===== config.mk =====
export PLATFORM = sky130hd
export DESIGN_NAME = hangul_jamo_composer_unit
export DESIGN_NICKNAME = d
export VERILOG_FILES = /design/src/hjc_pkg.sv /design/src/hangul_jamo_composer_unit.sv
export SDC_FILE = /design/constraint.sdc
export NUM_CORES = 1
export LEC_CHECK = 0
export BUFFER_PORTS_ARGS = -buffer_cell sky130_fd_sc_hd__buf_2
export CAP_MARGIN = 20
export CORE_MARGIN = 3
export CORE_UTILIZATION = 60
export CTS_BUF_LIST = sky130_fd_sc_hd__clkbuf_8 sky130_fd_sc_hd__clkbuf_16
export DETAILED_ROUTE_END_ITERATION = 16
export PLACE_DENSITY = 0.78
export SETUP_SLACK_MARGIN = 0.05
export SLEW_MARGIN = 40
export SYNTH_ARGS = -nofsm -noshare
export SYNTH_HDL_FRONTEND = slang
export SYNTH_SLANG_ARGS = --single-unit

===== constraint.sdc =====
create_clock -name clk -period 6.7 [get_ports clk]
set_input_delay 0.67 -clock clk [delete_from_list [all_inputs] [get_ports clk]]
set_output_delay 0.67 -clock clk [all_outputs]
set_load 0.01 [all_outputs]

===== src/hjc_pkg.sv =====
// Constants, types and helpers for the Hangul jamo composer.
// No dependencies; imported by hangul_jamo_composer_unit.
`default_nettype none

package hjc_pkg;

  localparam logic [15:0] LEAD_FIRST  = 16'h1100;
  localparam logic [15:0] LEAD_LAST   = 16'h1112;
  localparam logic [15:0] VOWEL_FIRST = 16'h1161;
  localparam logic [15:0] VOWEL_LAST  = 16'h1175;
  localparam logic [15:0] TRAIL_FIRST = 16'h11A8;
  localparam logic [15:0] TRAIL_LAST  = 16'h11C2;
  localparam logic [15:0] TRAIL_BASE  = 16'h11A7;
  localparam logic [15:0] SYLL_BASE   = 16'hAC00;
  localparam int unsigned TRAIL_SPAN  = 28;
  localparam int unsigned VOWEL_SPAN  = 21;
  localparam logic [15:0] LEAD_STRIDE  = 16'(TRAIL_SPAN * VOWEL_SPAN);
  localparam logic [15:0] VOWEL_STRIDE = 16'(TRAIL_SPAN);

  // Jamo offsets all fit in 5 bits (lead < 19, vowel < 21, trail < 28).
  localparam int unsigned OFS_W = 5;

  typedef enum logic [1:0] {
    CLS_OTHER = 2'd0,
    CLS_LEAD  = 2'd1,
    CLS_VOWEL = 2'd2,
    CLS_TRAIL = 2'd3
  } jamo_cls_t;

  // One result item.
  typedef struct packed {
    logic [15:0] unit;
    logic        last;
    logic        done;
  } res_t;

  function automatic jamo_cls_t jamo_class(input logic [15:0] c);
    jamo_cls_t cls;
    if (c >= LEAD_FIRST && c <= LEAD_LAST) begin
      cls = CLS_LEAD;
    end else if (c >= VOWEL_FIRST && c <= VOWEL_LAST) begin
      cls = CLS_VOWEL;
    end else if (c >= TRAIL_FIRST && c <= TRAIL_LAST) begin
      cls = CLS_TRAIL;
    end else begin
      cls = CLS_OTHER;
    end
    return cls;
  endfunction

  // Precomposed syllable; trail_ofs is zero for a syllable without trail.
  function automatic logic [15:0] make_syllable(input logic [15:0]      lead,
                                                input logic [15:0]      vowel,
                                                input logic [OFS_W-1:0] trail_ofs);
    logic [15:0]      l16;
    logic [15:0]      v16;
    logic [OFS_W-1:0] l;
    logic [OFS_W-1:0] v;
    l16 = lead - LEAD_FIRST;
    v16 = vowel - VOWEL_FIRST;
    l   = l16[OFS_W-1:0];
    v   = v16[OFS_W-1:0];
    return SYLL_BASE + 16'(l) * LEAD_STRIDE + 16'(v) * VOWEL_STRIDE + 16'(trail_ofs);
  endfunction

endpackage

`default_nettype wire


===== src/hangul_jamo_composer_unit.sv =====
// Hangul jamo composer: input register, composition logic, two-slot result buffer.
// The first result is written to the result buffer when the item moves on from the input register.
// Throughput: one item per cycle while out_stall is low and each item gives zero or one result; an item that
// gives two results holds the single result port until both results have been taken.
// Reset (rst_n low, synchronous): pending jamo cleared, both stages emptied.
// Depends on hjc_pkg.
`default_nettype none

module hangul_jamo_composer_unit
  import hjc_pkg::*;
(
  input  wire logic        clk,
  input  wire logic        rst_n,
  input  wire logic        in_valid,
  output logic             in_stall,
  input  wire logic [15:0] in_code_unit,
  input  wire logic        in_end_of_text,
  output logic             out_valid,
  input  wire logic        out_stall,
  output logic [15:0]      out_unit,
  output logic             out_last_of_run,
  output logic             out_text_done
);

  // input register
  logic        s1_valid_r, s1_valid_nxt;
  logic [15:0] s1_code_r;
  logic        s1_eot_r;

  // pending jamo
  logic [1:0]  pcnt_r, pcnt_nxt;
  logic [15:0] plead_r, plead_nxt;
  logic [15:0] pvowel_r, pvowel_nxt;

  // result buffer
  logic [1:0]  ob_cnt_r, ob_cnt_nxt;
  res_t        ob0_r, ob0_nxt;
  res_t        ob1_r, ob1_nxt;

  logic        in_accept;
  logic        out_take;
  logic        move;

  jamo_cls_t        cls;
  logic [1:0]       pc_eff;
  logic [15:0]      flush_unit;
  logic [15:0]      trail_diff;
  logic [15:0]      eot_unit;
  logic [15:0]      u0, u1;
  logic [1:0]       n;

  assign out_valid       = (ob_cnt_r != 2'd0);
  assign out_unit        = ob0_r.unit;
  assign out_last_of_run = ob0_r.last;
  assign out_text_done   = ob0_r.done;

  assign out_take  = out_valid && !out_stall;
  // the item in the input register moves on once the buffer has room for two results
  assign move      = s1_valid_r && ((ob_cnt_r == 2'd0) || (ob_cnt_r == 2'd1 && out_take));
  assign in_stall  = s1_valid_r && !move;
  assign in_accept = in_valid && !in_stall;

  // composition
  always_comb begin
    cls        = jamo_class(s1_code_r);
    pc_eff     = (pcnt_r == 2'd3) ? 2'd0 : pcnt_r;
    flush_unit = (pc_eff == 2'd1) ? plead_r : make_syllable(plead_r, pvowel_r, '0);
    trail_diff = s1_code_r - TRAIL_BASE;
    u0         = '0;
    u1         = '0;
    n          = 2'd0;
    pcnt_nxt   = 2'd0;
    plead_nxt  = plead_r;
    pvowel_nxt = pvowel_r;

    case (cls)
      CLS_LEAD: begin
        if (pc_eff != 2'd0) begin
          u0 = flush_unit;
          n  = 2'd1;
        end
        plead_nxt = s1_code_r;
        pcnt_nxt  = 2'd1;
      end
      CLS_VOWEL: begin
        if (pc_eff == 2'd1) begin
          pvowel_nxt = s1_code_r;
          pcnt_nxt   = 2'd2;
        end else if (pc_eff == 2'd2) begin
          u0 = flush_unit;
          u1 = s1_code_r;
          n  = 2'd2;
        end else begin
          u0 = s1_code_r;
          n  = 2'd1;
        end
      end
      CLS_TRAIL: begin
        if (pc_eff == 2'd2) begin
          u0 = make_syllable(plead_r, pvowel_r, trail_diff[OFS_W-1:0]);
          n  = 2'd1;
        end else if (pc_eff == 2'd1) begin
          u0 = plead_r;
          u1 = s1_code_r;
          n  = 2'd2;
        end else begin
          u0 = s1_code_r;
          n  = 2'd1;
        end
      end
      default: begin
        if (pc_eff != 2'd0) begin
          u0 = flush_unit;
          u1 = s1_code_r;
          n  = 2'd2;
        end else begin
          u0 = s1_code_r;
          n  = 2'd1;
        end
      end
    endcase

    // end of text flushes whatever is left pending
    eot_unit = (pcnt_nxt == 2'd1) ? plead_nxt : make_syllable(plead_nxt, pvowel_nxt, '0);
    if (s1_eot_r && pcnt_nxt != 2'd0) begin
      if (n == 2'd0) begin
        u0 = eot_unit;
      end else begin
        u1 = eot_unit;
      end
      n        = n + 2'd1;
      pcnt_nxt = 2'd0;
    end
  end

  // buffer and input stage next state
  always_comb begin
    s1_valid_nxt = in_accept || (s1_valid_r && !move);
    ob_cnt_nxt   = ob_cnt_r;
    ob0_nxt      = ob0_r;
    ob1_nxt      = ob1_r;
    if (move) begin
      ob_cnt_nxt   = n;
      ob0_nxt.unit = u0;
      ob0_nxt.last = (n == 2'd1);
      ob0_nxt.done = s1_eot_r && (n == 2'd1);
      ob1_nxt.unit = u1;
      ob1_nxt.last = (n == 2'd2);
      ob1_nxt.done = s1_eot_r && (n == 2'd2);
    end else if (out_take) begin
      ob_cnt_nxt = ob_cnt_r - 2'd1;
      ob0_nxt    = ob1_r;
    end
  end

  always_ff @(posedge clk) begin
    if (!rst_n) begin
      s1_valid_r <= 1'b0;
      ob_cnt_r   <= 2'd0;
      pcnt_r     <= 2'd0;
      plead_r    <= '0;
      pvowel_r   <= '0;
    end else begin
      s1_valid_r <= s1_valid_nxt;
      ob_cnt_r   <= ob_cnt_nxt;
      if (move) begin
        pcnt_r   <= pcnt_nxt;
        plead_r  <= plead_nxt;
        pvowel_r <= pvowel_nxt;
      end
    end
  end

  always_ff @(posedge clk) begin
    if (in_accept) begin
      s1_code_r <= in_code_unit;
      s1_eot_r  <= in_end_of_text;
    end
    ob0_r <= ob0_nxt;
    ob1_r <= ob1_nxt;
  end

endmodule

`default_nettype wire

== Word-level counts from Yosys, hierarchy flattened ==
Cells that the tools add are included.

* Flip-flop bits (word level): 90
* Bits in latches: 0
* RAM bits: 0
* Memory bits (read-only): 0
* Input port bits: 21
* Output and inout port bits: 20
* Memories kept: 0

* Add/subtract/negate cells: 12
* Multiply operators: 4
* Divide/modulo/power cells: 0
* Order comparisons: 6
* Eq/ne operators: 10
* Shifts and indexed selects: 0
* Multiplexer cells: 41
* Bitwise operators: 0
* Reductions and logical operators: 22

{| class="wikitable"
|+ Operator list
! operator !! count
|-
| $mux W16 || 20
|-
| $pmux W16 S3 || 2
|-
| $ge A16 B13 Y1 const B || 3
|-
| $le A16 B13 Y1 const B || 3
|-
| $mux W18 || 2
|-
| $add A16 B10 Y16 || 2
|-
| $add A16 B15 Y16 const A || 2
|-
| $mux W2 || 14
|-
| $mul A5 B8 Y13 const B || 2
|-
| $sub A5 B1 Y5 const B || 4
|-
| $add A16 B5 Y16 || 1
|-
| $mul A5 B3 Y8 const B || 2
|-
| $logic_and A1 B1 Y1 || 11
|-
| $eq A2 B1 Y1 const B || 5
|-
| $eq A2 B2 Y1 const B || 5
|-
| $reduce_bool A2 Y1 || 4
|-
| $pmux W2 S3 || 1
|-
| $sub A5 B3 Y5 const B || 1
|-
| $logic_not A2 Y1 || 2
|-
| $pmux W2 S2 || 1
|-
| $logic_not A1 Y1 || 3
|-
| $add A2 B1 Y2 const B || 1
|-
| $logic_or A1 B1 Y1 || 2
|-
| $sub A2 B1 Y2 const B || 1
|-
| $mux W1 || 1
|}

== Longest topological paths before layout ==
* Word-level depth: 15
* Depth in mapped cells: 28
* Mapped depth without buffers: 27

== Worst setup path after synthesis ==
OpenSTA, ideal clock, no wires.

* Path type: reg-to-reg
* From: register s1_code_r[0]
* To: register ob0_r (netlist bit out_unit[14]) (data pin)
* Setup time: 0.271 ns
* Arrival: 5.707 ns
* Required time: 6.429 ns
* Path slack: 0.722 ns
* Stages on the path, launching flop included: 24
* Path buffers: 2
* Clock period less this slack: 5.978 ns
* Path through: edfxtp_1 buf_2 or4_1 nor4_4 nor3b_2 nor2_2 clkbuf_1 mux2i_1 inv_1 ha_1 ha_1 ha_1 ha_1 a31oi_1 xnor2_1 ha_1 or2_2 a21oi_1 a211oi_1 nor3_1 a211oi_1 a2111oi_0 a211o_1 a211oi_2

{| class="wikitable"
|+ RTL lines
! item !! line !! source
|-
| start, declared || hangul_jamo_composer_unit.sv:27 || <nowiki>logic [15:0] s1_code_r;</nowiki>
|-
| start signal, assigned || hangul_jamo_composer_unit.sv:176 || <nowiki>s1_code_r <= in_code_unit;</nowiki>
|-
| end signal, assigned || hangul_jamo_composer_unit.sv:179 || <nowiki>ob0_r <= ob0_nxt;</nowiki>
|-
| end, declared || hangul_jamo_composer_unit.sv:37 || <nowiki>res_t ob0_r, ob0_nxt;</nowiki>
|}

==> impl_metrics.yaml <==
timing:
  skew_ns: 0.00973
  postLayoutSetupSlackWorst_ns: 0.284
  rsz0062_at_grt: "no"
  slew_headroom: 0.472
  finalMaxSlewViolations: 0
  final.period_utilization: 0.958
  final.setup.tns_ns: 0
  final-setup-viol-count: 0
  max_freq_ghz: 0.156
  hold_violations: 0
  max_slew.worst_pin.slew_ns: 0.782
  period_needed_ns: 6.42
die:
  initial_core_util: 0.629
  coreArea_um2: 12300
  fp-row-count: 40
  die_area_um2: 14300
  die_y_um: 120
  ios: 41
  chipWidth_um: 120
setup_path:
  crit_path_end: "out_unit[14]"
  reg2reg_depth: 25
  critPathArrivalTime_ns: 6.49
  startpoint_type: "flop"
  r2r_setup_slack_ns: 0.28
  r2r_end: "out_unit[14]"
  cp.required_ns: 6.77
  critPathLaunch: "s1_code_r[10]"
  worstPathMaxFanout: 6
  crit_type: "reg -> reg"
  rr_startpoint: "s1_code_r[10]"
  cp-end-kind: "flop"
global_routing:
  grt_pass1_vias: 6973
  track_usage: 0.335
  grt.overflow.total: 0
  grt_pass1_wl_um: 37700
  grt_antenna_before_repair: 0
  grt_max_degree: 41
synthesis:
  yosysWarnings: 0
  synth_area_leaders: "edfxtp_1, ha_1, dfxtp_1"
  syn_area_um2: 7740
  ys_seq_area_frac: 0.273
  synthTopCellsByCount: "ha_1, nand2_1, nor2_1"
  syn_inst: 868
  async_flop_share: 0
  yosysMostFrequentCell: "ha_1"
  ys_types: 90
  ys.flop_type: "edfxtp_1"
  ys_ff_latch: 79
  avgSynthCellArea_um2: 8.92
  synth_top_area_frac: 0.206
  synth.largest_area_cell: "edfxtp_1"
  synth_nets: 987
  synth-edff-count: 53
layout:
  nets: 1034
  layout-drive-gt1-share: 0.154
  area_growth_pct: 11.3
  diodes: 0
power_and_ir_drop:
  p_leak_nw: 3.72
  peakVddDrop_mv: 0.513
  p_per_area_nw_per_um2: 326
detailed_routing:
  firstDrtPassIters: 6
  vias: 7265
  detail_route.wl_per_cell_um: 22.3
  vias_per_cell: 6.68
  drtIter0Drc: 788
  routed_wl_um: 24300
  ant_nets: 0
  drc_errors: 0
min_path:
  worstHoldPathType: "reg -> reg"
clock_network:
  cts.sinks: 79
  cts_tree: "done"
  cts_inserted_buffers: 9
  clk_latency_ns: 0.35
  clkTransAtPathRegs_ns: 0.07
  cts_buffer_depth: 2
  cts-htree-levels: 3
  root_buffer: "clkbuf_16"
place:
  io_buffer_count: 40
  post-place-ws_ns: -0.0122
  finalWeightedCongestion: 1.10
  place_hpwl_um: 18800
job:
  max_cap_violations: 0
outcome:
  status: "completed"
==> area by class of cell <==
class                      count  area [um^2]
sequential                    79         2110
tap                          168          210
clock buffer                   9          225
fill                         991         3700
clock inverter                 7         87.6
multi-input combinational    707         5360
inverter                      43          161
timing repair buffer          75          463
==> how the worst min path moves through the flow <==
stage / from / end / slack, ns / cells after the start
finish: plead_r[14] / plead_r[14] / 0.49 / 1
global route: plead_r[8] / plead_r[8] / 0.49 / 1
CTS: plead_r[8] / plead_r[8] / 0.49 / 1
detailed placement: plead_r[8] / plead_r[8] / 0.47 / 1
global placement: plead_r[14] / plead_r[14] / 0.46 / 1
floorplan: plead_r[8] / plead_r[8] / 0.44 / 1
==> sequential cells by signal, summed over array words and instances (netlist names) <==
signal           count
ob1_r               18
ob_cnt_r             2
out_last_of_run      1
out_text_done        1
out_unit            16
pcnt_r               2
plead_r             16
pvowel_r             5
s1_code_r           16
s1_eot_r             1
s1_valid_r           1
==> stage by stage <==
step / hold WS, ns / cell area, um^2 / utilization / total power [mW] / cells
3_5_place_dp: 0.470 / 8230 / 0.669 / 2.24 / 1069
3_3_place_gp: 0.464 / 8230 / 0.669 / 2.16 / 1069
5_1_grt: 0.491 / 8620 / 0.700 / 2.99 / 1088
4_1_cts: 0.487 / 8550 / 0.695 / 2.76 / 1085
6_report: 0.486 / 8620 / 0.700 / 2.81 / 1088
2_1_floorplan: 0.442 / 7740 / - / 1.82 / 868
==> logic make-up after synthesis <==
logic type	after synthesis	share of synthesized area
adder cells (fa/ha/maj)	98	0.167
multiplexers	18	0.0255
flip-flops	79	0.273
XOR/XNOR	52	0.0627
AND/OR/NAND/NOR	278	0.191
buffers and inverters	82	0.0412
AO/OA/AOI/OAI	261	0.239
==> cell usage in the layout (no fill, tap or decap), drive strengths merged, types with 23 or more instances in the layout <==
master / n
xnor2: 23
nand2: 76
dfxtp: 26
inv: 45
nor2: 57
o21ai: 59
ha: 89
a21oi: 44
xor2: 29
edfxtp: 53
buf: 75
==> worst max-delay path: stages, from the launching register on <==
cell       delay, ns
edfxtp_1        0.43
or3_1           0.55
nor4_4          0.29
buf_4           0.19
nand4_1         0.19
and2_1          0.33
ha_1            0.22
inv_1           0.06
o21ai_2         0.07
xnor2_2         0.31
inv_2           0.12
fa_1            0.45
ha_1            0.39
nand3_1         0.15
o21ai_1         0.20
xor2_1          0.19
ha_1            0.29
or2_2           0.28
a21oi_1         0.18
a211oi_2        0.08
nor3_2          0.27
a211oi_2        0.12
a2111oi_2       0.41
buf_4           0.19
a211o_1         0.12
a211oi_2        0.04
==> where the power goes <==
part	leakage [nW]	internal, mW	total, mW	switching (mW)
Sequential	0.719	0.586	0.615	0.0282
Combinational	2.86	0.680	1.68	0.995
Clock	0.146	0.296	0.521	0.225
==> layer usage <==
layer  GRT usage  wire length [um]  vias to the layer above
met2       0.535             11000                      402
met5           0                 0                        -
met3      0.0533              2050                       86
li1            -                 -                     3340
met1       0.451             10100                     3437
met4       0.142              1120                        0
==> timing repair <==
item / in CTS / in global routing
setup buffers: 0 / 3
hold buffers: 0 / 0
gates resized for setup: 2 / 8
endpoints found under the hold margin: 0 / 0
endpoints found under the setup margin: 1 / 5
pin swaps: 0 / 1
No activity file was read; power rests on OpenSTA's default activity.
